File: src/design/lkv_pkg.sv
// ----------------------------------------------------------------------------
// lkv_pkg
// Shared sizes, types and codes of the LRU key-value cache.
// ----------------------------------------------------------------------------
package lkv_pkg;

  // Sizes of the store.
  localparam int unsigned ENTRIES    = 8;
  localparam int unsigned KEY_BITS   = 32;
  localparam int unsigned VALUE_BITS = 32;
  localparam int unsigned CAP_BITS   = 4;
  localparam int unsigned SLOT_W     = $clog2(ENTRIES);
  localparam int unsigned CNT_W      = $clog2(ENTRIES + 1);
  localparam int unsigned CMP_W      = (CNT_W > CAP_BITS) ? CNT_W : CAP_BITS;
  localparam int unsigned LINE_W     = KEY_BITS + VALUE_BITS;

  typedef logic [SLOT_W-1:0]     slot_t;
  typedef logic [CNT_W-1:0]      cnt_t;
  typedef logic [KEY_BITS-1:0]   key_t;
  typedef logic [VALUE_BITS-1:0] value_t;
  typedef logic [CAP_BITS-1:0]   cap_t;
  typedef logic [LINE_W-1:0]     line_t;

  // Capacity after reset.
  localparam cap_t CAP_RESET = cap_t'(8);

  // Operation codes.
  typedef enum logic [1:0] {
    OP_GET  = 2'd0,
    OP_PUT  = 2'd1,
    OP_LIST = 2'd2,
    OP_NONE = 2'd3
  } op_e;

  // Update request from the controller to the directory.
  typedef struct packed {
    logic  touch;   // make slot the most recent entry
    logic  insert;  // insert key into the first free slot
    logic  evict;   // drop the least recently used entry first
    slot_t slot;
    key_t  key;
  } dir_cmd_t;

  // Lookup results from the directory.
  typedef struct packed {
    logic  hit;
    slot_t hit_slot;
    slot_t lru_slot;
    logic  evict_need;
    slot_t ins_slot;
    slot_t list_slot;
    cnt_t  count;
  } dir_stat_t;

endpackage

File: src/design/lru_key_value_cache.sv
// ----------------------------------------------------------------------------
// lru_key_value_cache
// Fully associative key-value cache with least-recently-used replacement.
// ----------------------------------------------------------------------------
// A get or a put is accepted while the directory matches the key against every
// tag and the line RAM read starts; in the response state that follows, the read
// data forms the result and the directory and RAM are updated. A key listing
// of N stored keys emits one key per cycle while the result channel does not
// stall, paced by the single read port of the line RAM. There is no clearing
// pass after reset; the capacity register can be written at any idle time and
// its port is always ready.
module lru_key_value_cache (
  input  logic                  clk_i,
  input  logic                  rst_ni,
  // Capacity register write.
  input  logic                  cfg_valid_i,
  output logic                  cfg_ready_o,
  input  lkv_pkg::cap_t         cfg_data_i,
  // Requests.
  input  logic                  in_valid_i,
  output logic                  in_ready_o,
  input  logic [1:0]            operation_i,
  input  lkv_pkg::key_t         key_i,
  input  lkv_pkg::value_t       value_i,
  // Results.
  output logic                  out_valid_o,
  input  logic                  out_ready_i,
  output logic                  hit_o,
  output lkv_pkg::value_t       read_value_o,
  output lkv_pkg::key_t         listed_key_o,
  output logic                  key_valid_o,
  output logic                  evicted_o,
  output lkv_pkg::key_t         evicted_key_o,
  output logic                  last_o
);

  typedef enum logic [2:0] {
    S_IDLE = 3'b001,
    S_RESP = 3'b010,
    S_LIST = 3'b100
  } state_e;

  state_e state_q, state_d;

  lkv_pkg::cap_t   cap_q;
  lkv_pkg::op_e    op_q;
  lkv_pkg::key_t   key_q;
  lkv_pkg::value_t value_q;
  lkv_pkg::cnt_t   list_rank_q, list_rank_d;

  // Output register.
  logic            out_valid_q, out_valid_d;
  logic            hit_q, hit_d;
  lkv_pkg::value_t read_value_q, read_value_d;
  lkv_pkg::key_t   listed_key_q, listed_key_d;
  logic            key_valid_q, key_valid_d;
  logic            evicted_q, evicted_d;
  lkv_pkg::key_t   evicted_key_q, evicted_key_d;
  logic            last_q, last_d;

  logic               accept;
  logic               out_free;
  logic               emit;
  logic               list_last;
  lkv_pkg::op_e       in_op;
  lkv_pkg::key_t      lookup_key;
  lkv_pkg::cnt_t      list_rank_in;
  lkv_pkg::dir_cmd_t  dir_cmd;
  lkv_pkg::dir_stat_t dir_stat;

  logic           ram_we, ram_re;
  lkv_pkg::slot_t ram_waddr, ram_raddr;
  lkv_pkg::line_t ram_wdata, ram_rdata;
  lkv_pkg::key_t  rd_key;
  lkv_pkg::value_t rd_value;

  assign cfg_ready_o = 1'b1;
  assign in_ready_o  = (state_q == S_IDLE);
  assign accept      = in_valid_i && in_ready_o;
  assign out_free    = !out_valid_q || out_ready_i;
  assign in_op       = lkv_pkg::op_e'(operation_i);

  // Capacity register.
  always_ff @(posedge clk_i or negedge rst_ni) begin
    if (!rst_ni) begin
      cap_q <= lkv_pkg::CAP_RESET;
    end else if (cfg_valid_i && cfg_ready_o) begin
      cap_q <= cfg_data_i;
    end
  end

  // The directory looks up the incoming key while idle and the held key after.
  assign lookup_key   = in_ready_o ? key_i : key_q;
  assign list_rank_in = in_ready_o ? '0 : lkv_pkg::cnt_t'(list_rank_q + 1'b1);
  assign list_last    = (lkv_pkg::cnt_t'(list_rank_q + 1'b1) == dir_stat.count);

  lkv_dir u_dir (
    .clk_i        (clk_i),
    .rst_ni       (rst_ni),
    .lookup_key_i (lookup_key),
    .cap_i        (cap_q),
    .list_rank_i  (list_rank_in),
    .cmd_i        (dir_cmd),
    .stat_o       (dir_stat)
  );

  lkv_ram #(
    .WIDTH (lkv_pkg::LINE_W),
    .DEPTH (lkv_pkg::ENTRIES)
  ) u_line_ram (
    .clk_i   (clk_i),
    .we_i    (ram_we),
    .waddr_i (ram_waddr),
    .wdata_i (ram_wdata),
    .re_i    (ram_re),
    .raddr_i (ram_raddr),
    .rdata_o (ram_rdata)
  );

  assign rd_key   = ram_rdata[lkv_pkg::LINE_W-1 -: lkv_pkg::KEY_BITS];
  assign rd_value = ram_rdata[lkv_pkg::VALUE_BITS-1:0];

  // Request capture.
  always_ff @(posedge clk_i) begin
    if (accept) begin
      op_q    <= in_op;
      key_q   <= key_i;
      value_q <= value_i;
    end
  end

  // Sequencer: RAM read on accept, result and write-back in the response state.
  always_comb begin
    state_d       = state_q;
    list_rank_d   = list_rank_q;
    emit          = 1'b0;
    ram_re        = 1'b0;
    ram_raddr     = dir_stat.list_slot;
    ram_we        = 1'b0;
    ram_waddr     = dir_stat.ins_slot;
    ram_wdata     = {key_q, value_q};
    dir_cmd       = '0;
    dir_cmd.key   = key_q;
    dir_cmd.slot  = dir_stat.hit_slot;
    hit_d         = 1'b0;
    read_value_d  = '0;
    listed_key_d  = '0;
    key_valid_d   = 1'b0;
    evicted_d     = 1'b0;
    evicted_key_d = '0;
    last_d        = 1'b1;

    unique case (state_q)
      S_IDLE: begin
        list_rank_d = '0;
        if (accept) begin
          ram_re = 1'b1;
          case (in_op)
            lkv_pkg::OP_GET: ram_raddr = dir_stat.hit_slot;
            lkv_pkg::OP_PUT: ram_raddr = dir_stat.lru_slot;
            default:         ram_raddr = dir_stat.list_slot;
          endcase
          if ((in_op == lkv_pkg::OP_LIST) && (dir_stat.count != '0)) begin
            state_d = S_LIST;
          end else begin
            state_d = S_RESP;
          end
        end
      end

      S_RESP: begin
        if (out_free) begin
          emit    = 1'b1;
          state_d = S_IDLE;
          case (op_q)
            lkv_pkg::OP_GET: begin
              hit_d         = dir_stat.hit;
              read_value_d  = dir_stat.hit ? rd_value : '0;
              dir_cmd.touch = dir_stat.hit;
            end
            lkv_pkg::OP_PUT: begin
              hit_d          = dir_stat.hit;
              evicted_d      = !dir_stat.hit && dir_stat.evict_need;
              evicted_key_d  = (!dir_stat.hit && dir_stat.evict_need) ? rd_key : '0;
              dir_cmd.touch  = dir_stat.hit;
              dir_cmd.insert = !dir_stat.hit;
              dir_cmd.evict  = !dir_stat.hit && dir_stat.evict_need;
              ram_we         = 1'b1;
              ram_waddr      = dir_stat.hit ? dir_stat.hit_slot : dir_stat.ins_slot;
            end
            default: begin
              // Empty listing and the unused code give an all-zero result with last set.
            end
          endcase
        end
      end

      S_LIST: begin
        if (out_free) begin
          // Emit one key and fetch the key of the next rank.
          emit         = 1'b1;
          ram_re       = 1'b1;
          listed_key_d = rd_key;
          key_valid_d  = 1'b1;
          last_d       = list_last;
          list_rank_d  = lkv_pkg::cnt_t'(list_rank_q + 1'b1);
          if (list_last) begin
            state_d = S_IDLE;
          end
        end
      end

      default: begin
        state_d = S_IDLE;
      end
    endcase

    out_valid_d = emit || (out_valid_q && !out_ready_i);
  end

  // Control registers.
  always_ff @(posedge clk_i or negedge rst_ni) begin
    if (!rst_ni) begin
      state_q     <= S_IDLE;
      list_rank_q <= '0;
      out_valid_q <= 1'b0;
    end else begin
      state_q     <= state_d;
      list_rank_q <= list_rank_d;
      out_valid_q <= out_valid_d;
    end
  end

  // Result payload.
  always_ff @(posedge clk_i) begin
    if (emit) begin
      hit_q         <= hit_d;
      read_value_q  <= read_value_d;
      listed_key_q  <= listed_key_d;
      key_valid_q   <= key_valid_d;
      evicted_q     <= evicted_d;
      evicted_key_q <= evicted_key_d;
      last_q        <= last_d;
    end
  end

  assign out_valid_o   = out_valid_q;
  assign hit_o         = hit_q;
  assign read_value_o  = read_value_q;
  assign listed_key_o  = listed_key_q;
  assign key_valid_o   = key_valid_q;
  assign evicted_o     = evicted_q;
  assign evicted_key_o = evicted_key_q;
  assign last_o        = last_q;

  // The entry count never exceeds the number of slots.
  assert property (@(posedge clk_i) disable iff (!rst_ni)
    dir_stat.count <= lkv_pkg::cnt_t'(lkv_pkg::ENTRIES))
    else $error("entry count above the number of slots");

  // An accepted request keeps the request side closed for the next cycle.
  assert property (@(posedge clk_i) disable iff (!rst_ni)
    accept |=> !in_ready_o)
    else $error("request accepted twice in a row");

  // An eviction is only reported for a put that missed.
  assert property (@(posedge clk_i) disable iff (!rst_ni)
    out_valid_o |-> !(evicted_o && (hit_o || key_valid_o)))
    else $error("eviction reported on a hit or a listing");

endmodule

File: src/design/lkv_ram.sv
// ----------------------------------------------------------------------------
// lkv_ram
// Generic single-clock RAM with one write port and one registered read port.
// ----------------------------------------------------------------------------
module lkv_ram #(
  parameter int unsigned WIDTH = 8,
  parameter int unsigned DEPTH = 8
) (
  input  logic                     clk_i,
  input  logic                     we_i,
  input  logic [$clog2(DEPTH)-1:0] waddr_i,
  input  logic [WIDTH-1:0]         wdata_i,
  input  logic                     re_i,
  input  logic [$clog2(DEPTH)-1:0] raddr_i,
  output logic [WIDTH-1:0]         rdata_o
);

  logic [WIDTH-1:0] mem_q [DEPTH];
  logic [WIDTH-1:0] rdata_q;

  // Write port.
  always_ff @(posedge clk_i) begin
    if (we_i) begin
      mem_q[waddr_i] <= wdata_i;
    end
  end

  // Read port; the data holds until the next read.
  always_ff @(posedge clk_i) begin
    if (re_i) begin
      rdata_q <= mem_q[raddr_i];
    end
  end

  assign rdata_o = rdata_q;

endmodule

File: src/design/lkv_dir.sv
// ----------------------------------------------------------------------------
// lkv_dir
// Directory of the cache: key tags, valid bits, recency ranks and the entry
// count, with the associative lookup and the recency update.
// ----------------------------------------------------------------------------
module lkv_dir (
  input  logic              clk_i,
  input  logic              rst_ni,
  input  lkv_pkg::key_t     lookup_key_i,
  input  lkv_pkg::cap_t     cap_i,
  input  lkv_pkg::cnt_t     list_rank_i,
  input  lkv_pkg::dir_cmd_t cmd_i,
  output lkv_pkg::dir_stat_t stat_o
);

  lkv_pkg::key_t  tag_q  [lkv_pkg::ENTRIES];
  lkv_pkg::slot_t rank_q [lkv_pkg::ENTRIES];
  lkv_pkg::slot_t rank_d [lkv_pkg::ENTRIES];
  logic [lkv_pkg::ENTRIES-1:0] valid_q, valid_d;
  lkv_pkg::cnt_t count_q, count_d;

  logic [lkv_pkg::ENTRIES-1:0] hit_vec, lru_vec, list_vec, free_vec, lru_dec;
  logic           hit;
  lkv_pkg::slot_t hit_slot, lru_slot, list_slot, ins_slot;
  logic           evict_need;

  // Associative compare and rank match, one tag comparator per entry.
  always_comb begin
    for (int i = 0; i < lkv_pkg::ENTRIES; i++) begin
      hit_vec[i]  = valid_q[i] && (tag_q[i] == lookup_key_i);
      lru_vec[i]  = valid_q[i] && (rank_q[i] == '0);
      list_vec[i] = valid_q[i] &&
                    (lkv_pkg::cnt_t'(rank_q[i]) == list_rank_i);
    end
  end

  // The store is full when the count reaches the capacity; a capacity of
  // zero acts as one and one above the entry count acts as the entry count.
  assign evict_need = (count_q != '0) &&
                      ((cap_i == '0) ||
                       (lkv_pkg::CMP_W'(count_q) >= lkv_pkg::CMP_W'(cap_i)) ||
                       (count_q >= lkv_pkg::cnt_t'(lkv_pkg::ENTRIES)));

  // Lowest-index encoders.
  always_comb begin
    hit_slot  = '0;
    lru_slot  = '0;
    list_slot = '0;
    for (int i = lkv_pkg::ENTRIES - 1; i >= 0; i--) begin
      if (hit_vec[i]) begin
        hit_slot = lkv_pkg::SLOT_W'(i);
      end
      if (lru_vec[i]) begin
        lru_slot = lkv_pkg::SLOT_W'(i);
      end
      if (list_vec[i]) begin
        list_slot = lkv_pkg::SLOT_W'(i);
      end
    end
  end

  assign hit = |hit_vec;

  // First free slot, counting the entry that an eviction will release.
  always_comb begin
    lru_dec  = '0;
    lru_dec[lru_slot] = evict_need;
    free_vec = ~(valid_q & ~lru_dec);
    ins_slot = '0;
    for (int i = lkv_pkg::ENTRIES - 1; i >= 0; i--) begin
      if (free_vec[i]) begin
        ins_slot = lkv_pkg::SLOT_W'(i);
      end
    end
  end

  always_comb begin
    stat_o.hit        = hit;
    stat_o.hit_slot   = hit_slot;
    stat_o.lru_slot   = lru_slot;
    stat_o.evict_need = evict_need;
    stat_o.ins_slot   = ins_slot;
    stat_o.list_slot  = list_slot;
    stat_o.count      = count_q;
  end

  // Recency and occupancy update.
  always_comb begin
    lkv_pkg::slot_t rank_cur;
    lkv_pkg::cnt_t  count_after;
    rank_cur    = rank_q[cmd_i.slot];
    count_after = count_q;
    valid_d     = valid_q;
    count_d     = count_q;
    for (int i = 0; i < lkv_pkg::ENTRIES; i++) begin
      rank_d[i] = rank_q[i];
    end
    if (cmd_i.touch) begin
      // Entries more recent than the touched one move down by one.
      for (int i = 0; i < lkv_pkg::ENTRIES; i++) begin
        if (valid_q[i] && (rank_q[i] > rank_cur)) begin
          rank_d[i] = rank_q[i] - 1'b1;
        end
      end
      rank_d[cmd_i.slot] = lkv_pkg::SLOT_W'(count_q - 1'b1);
    end
    if (cmd_i.insert) begin
      if (cmd_i.evict) begin
        // Drop the oldest entry and age the rest toward rank zero.
        valid_d[lru_slot] = 1'b0;
        for (int i = 0; i < lkv_pkg::ENTRIES; i++) begin
          if (valid_q[i] && (rank_q[i] != '0)) begin
            rank_d[i] = rank_q[i] - 1'b1;
          end
        end
        count_after = count_q - 1'b1;
      end
      valid_d[ins_slot] = 1'b1;
      rank_d[ins_slot]  = lkv_pkg::SLOT_W'(count_after);
      count_d           = count_after + 1'b1;
    end
  end

  // Control state of the directory.
  always_ff @(posedge clk_i or negedge rst_ni) begin
    if (!rst_ni) begin
      valid_q <= '0;
      count_q <= '0;
      for (int i = 0; i < lkv_pkg::ENTRIES; i++) begin
        rank_q[i] <= '0;
      end
    end else begin
      valid_q <= valid_d;
      count_q <= count_d;
      for (int i = 0; i < lkv_pkg::ENTRIES; i++) begin
        rank_q[i] <= rank_d[i];
      end
    end
  end

  // Key tags are written on insert only.
  always_ff @(posedge clk_i) begin
    if (cmd_i.insert) begin
      tag_q[ins_slot] <= cmd_i.key;
    end
  end

endmodule
File: config.mk
export PLATFORM = sky130hd
export DESIGN_NAME = lru_key_value_cache
export DESIGN_NICKNAME = d
export VERILOG_FILES = /design/src/design/lkv_pkg.sv /design/src/design/lru_key_value_cache.sv /design/src/design/lkv_ram.sv /design/src/design/lkv_dir.sv
export SDC_FILE = /design/constraint.sdc
export NUM_CORES = 2
export LEC_CHECK = 0
export ABC_CLOCK_PERIOD_IN_PS = 13900
export BUFFER_PORTS_ARGS = -buffer_cell sky130_fd_sc_hd__buf_2
export CORE_MARGIN = 2
export CORE_UTILIZATION = 45
export CTS_CLUSTER_DIAMETER = 100
export CTS_CLUSTER_SIZE = 28
export DETAILED_ROUTE_END_ITERATION = 8
export GPL_ROUTABILITY_DRIVEN = 0
export PLACE_DENSITY_LB_ADDON = 0.1
export SYNTH_ARGS = -nofsm -noshare
export SYNTH_HDL_FRONTEND = slang
export SYNTH_SLANG_ARGS = --single-unit
File: constraint.sdc
create_clock -name clk_i -period 13.9 [get_ports clk_i]
set_clock_uncertainty 0.15 [all_clocks]
set_input_delay 4.17 -clock clk_i [delete_from_list [all_inputs] [get_ports clk_i]]
set_output_delay 4.17 -clock clk_i [all_outputs]
set_load 0.005 [all_outputs]
==> metrics.yaml <==
clock_network:
  worstSkewPairLatency_ns: 0.71
  clk_path_buf_depth: 3
  hold_buffers: 0
  ctsResizeCount: 0
  clock_sinks: 1046
  cts_setup_buffers: 0
  numCtsBuffers: 47
  cts_tree: "done"
  root_buffer: "clkbuf_16"
  cts.clk_slew.worst_paths_ns: 0.11
  htree_levels: 2
grt:
  grt_max_degree: 159
  grt_use_total_pct: 25.6
  first_global_vias: 30087
  overflow: 0
  antenna_found_initial: 5
  grt_pass1_wl_microns: 210000
power_and_ir_drop:
  seqPwrFrac_pct: 48.2
  power.leakage_nw: 17.3
  p_per_area_mw_per_mm2: 158
  intPower_mw: 5.39
  combPwrFrac_pct: 31.5
  vdd_drop_max_mv: 0.187
  sw_frac_of_total_pct: 35.7
  p_switching_mw: 2.99
  power.share.clock_pct: 20.3
place:
  dpl.hpwl_microns: 92800
  io_buffer_count: 176
  place_area_sq_mm: 0.0515
  place_ws_ns: 2.85
cells_and_area:
  drive_above_1_share_pct: 13.3
  fin_area_sq_mm: 0.0530
  fillers: 9287
  nets: 3869
  layout_commonest_cell: "edfxtp_1"
  layout_common_cells: "998 x edfxtp_1, 296 x mux2i_1, 182 x nor2_1, 176 x buf_2, 170 x xnor2_1"
  area_growth_pct: 8.75
die:
  die_w_microns: 333
  die_h_microns: 333
  dieArea_sq_mm: 0.111
  io_pins: 178
  start_util_pct: 45.4
  core_sq_mm: 0.107
  rows: 120
synth:
  ys_seq_area_share_pct: 64.0
  syn-cell-area_sq_mm: 0.0487
  yosysUniqueCellTypes: 95
  synth_top_flop_cell: "edfxtp_1"
  ys_ff_latch: 1046
  avgSynthCellArea_sq_um: 13.6
  synth_nets: 3707
  async_flop_share_pct: 4.59
  synthCells: 3593
  synth_edf_count: 998
  yosysWarnings: 0
setup_path:
  critPathCaptureType: "flop"
  cp_cell_sequence: "buf_2 -> or4bb_1 -> a21boi_2 -> o2bb2ai_1 -> nor4_1 -> nand4_1 -> nor4_1 -> or2_2 -> nor3_1 -> and3_1 -> nand2b_1 -> inv_1 -> buf_4 -> nand2_1 -> mux2i_1 -> nand3_1 -> nor2_4 -> buf_4"
  ff2ff_path_depth: 23
  cp_slowest_cell: "nor4_1"
  crit_fanout: 50
  critPathMaxStageDelay_ns: 1.05
  startpoint_type: "input port"
  crit_required_ns: 14.05
  critPathKind: "input port to flop"
  crit_arrival_ns: 10.58
timing:
  worstMarginPinSlew_ns: 1.37
  fin_crit_ns: 10.43
  finalSetupViolations: 0
  maxSlewHeadroom_pct: 5.98
  tns_ns: 0
  rsz0062_at_grt: "false"
  maxSlewViolCount: 0
  period_share_pct: 75.0
  setup_slack_ns: 3.47
  timing.hold.ws_ns: 0.368
  max_freq_ghz: 0.0959
  hold_viol: 0
status:
  status: "complete, no violations"
route:
  via_count: 31461
  drt_drc_violations_left: 0
  wl_per_cell_microns: 27.9
  via_per_inst: 6.08
  first_pass_iters: 6
  antenna_left: 0
  drt-total-wl_microns: 144000
  drt_iter0_drc: 4005
min_path:
  hold_path_class: "flop to flop"
  holdPathStages: 1
job:
  cap_viol_max_count: 0
final cells by class:
| type | count | area [sq um] | area share, % |
|---|---|---|---|
| flip-flops and latches | 1046 | 31200 | 58.8 |
| multi-input cells | 2259 | 16500 | 31.1 |
| well taps | 1403 | 1760 | 3.31 |
| repair buffers | 274 | 1680 | 3.17 |
| clock buffers | 51 | 1190 | 2.25 |
| inverters | 127 | 482 | 0.909 |
| clock inverters | 14 | 236 | 0.446 |
| diodes | 4 | 10.0 | 0.0189 |
cells in the mapped netlist (40+ instances only):
master | count | area [sq um]
nor2_1 | 192 | 721
mux2_2 | 98 | 1100
and2_1 | 105 | 657
nor4_1 | 79 | 494
nand3_1 | 64 | 320
edfxtp_1 | 998 | 30000
inv_1 | 124 | 465
nand2_1 | 126 | 473
dfrtp_1 | 46 | 1150
nand2b_1 | 87 | 544
nor2b_1 | 112 | 701
xnor2_1 | 170 | 1490
a21oi_1 | 158 | 791
xor2_1 | 62 | 543
nor3_1 | 71 | 355
mux2i_1 | 298 | 2980
mux2_1 | 40 | 450
clkbuf_1 | 90 | 338
o21ai_0 | 103 | 515
power by group through the flow:
stage / Clock [mW] / Combinational, mW / Sequential (mW)
2_1_floorplan: 0 / 1.62 / 4.08
3_3_place_gp: 0 / 2.58 / 4.11
3_5_place_dp: 0 / 2.59 / 4.11
4_1_cts: 1.74 / 2.60 / 4.04
5_1_grt: 1.83 / 2.79 / 4.07
6_report: 1.70 / 2.64 / 4.04
worst paths after layout:
path | from | to | slack [ns]
setup / recovery | key_i[30] | u_line_ram.mem_q[2][25] | 3.47
hold / removal | u_line_ram.rdata_o[22] | read_value_o[22] | 0.37
setup reg to reg | state_q[1] | u_dir.rank_q[13] | 5.51
hold reg to reg | u_line_ram.rdata_o[22] | read_value_o[22] | 0.37
max in group asynchronous | rst_ni | u_dir.rank_q[18] | 9.64
min in group asynchronous | rst_ni | cap_q[1] | 3.46
through the flow:
step	cells	utilization (%)	power (mW)
2_1_floorplan	3593	-	5.70
3_3_place_gp	5109	48.1	6.70
3_5_place_dp	5109	48.1	6.71
4_1_cts	5174	49.4	8.39
5_1_grt	5175	49.4	8.69
6_report	5178	49.4	8.38
worst max-delay path: cells and delay by family:
kind	cells	cell delay [ns]
buffers and inverters	4	1.49
AOI/OAI and AO/OA	2	0.46
muxes	1	0.24
and+or+nand+nor	11	4.12
sequential cells by signal, summed over array words and instances (netlist names), 2 cells and up:
name	flops
cap_q	4
u_dir.valid_q	8
u_line_ram.mem_q	512
value_q	32
listed_key_o	32
state_q	3
read_value_o	32
u_line_ram.rdata_o	64
list_rank_q	4
u_dir.rank_q	24
u_dir.tag_q	256
key_q	32
evicted_key_o	32
u_dir.count_q	4
op_q	2
cell families after synthesis:
logic type / Yosys count / share of synthesized area, %
other: 1 / 0.00770
buffers and inverters: 288 / 2.57
multiplexers: 445 / 9.58
XOR/XNOR: 232 / 4.17
adder cells (fa/ha/maj): 41 / 1.05
AND/OR/NAND/NOR: 971 / 10.8
flip-flops: 1046 / 64.0
AO/OA/AOI/OAI: 569 / 7.87
metal layers:
layer / routed length (microns) / global-route usage (%)
met3: 11200 / 3.26
met5: 0 / 0
met4: 6730 / 10.8
met2: 66100 / 40.9
met1: 60200 / 35.4
(Power assumes the default switching activity.)
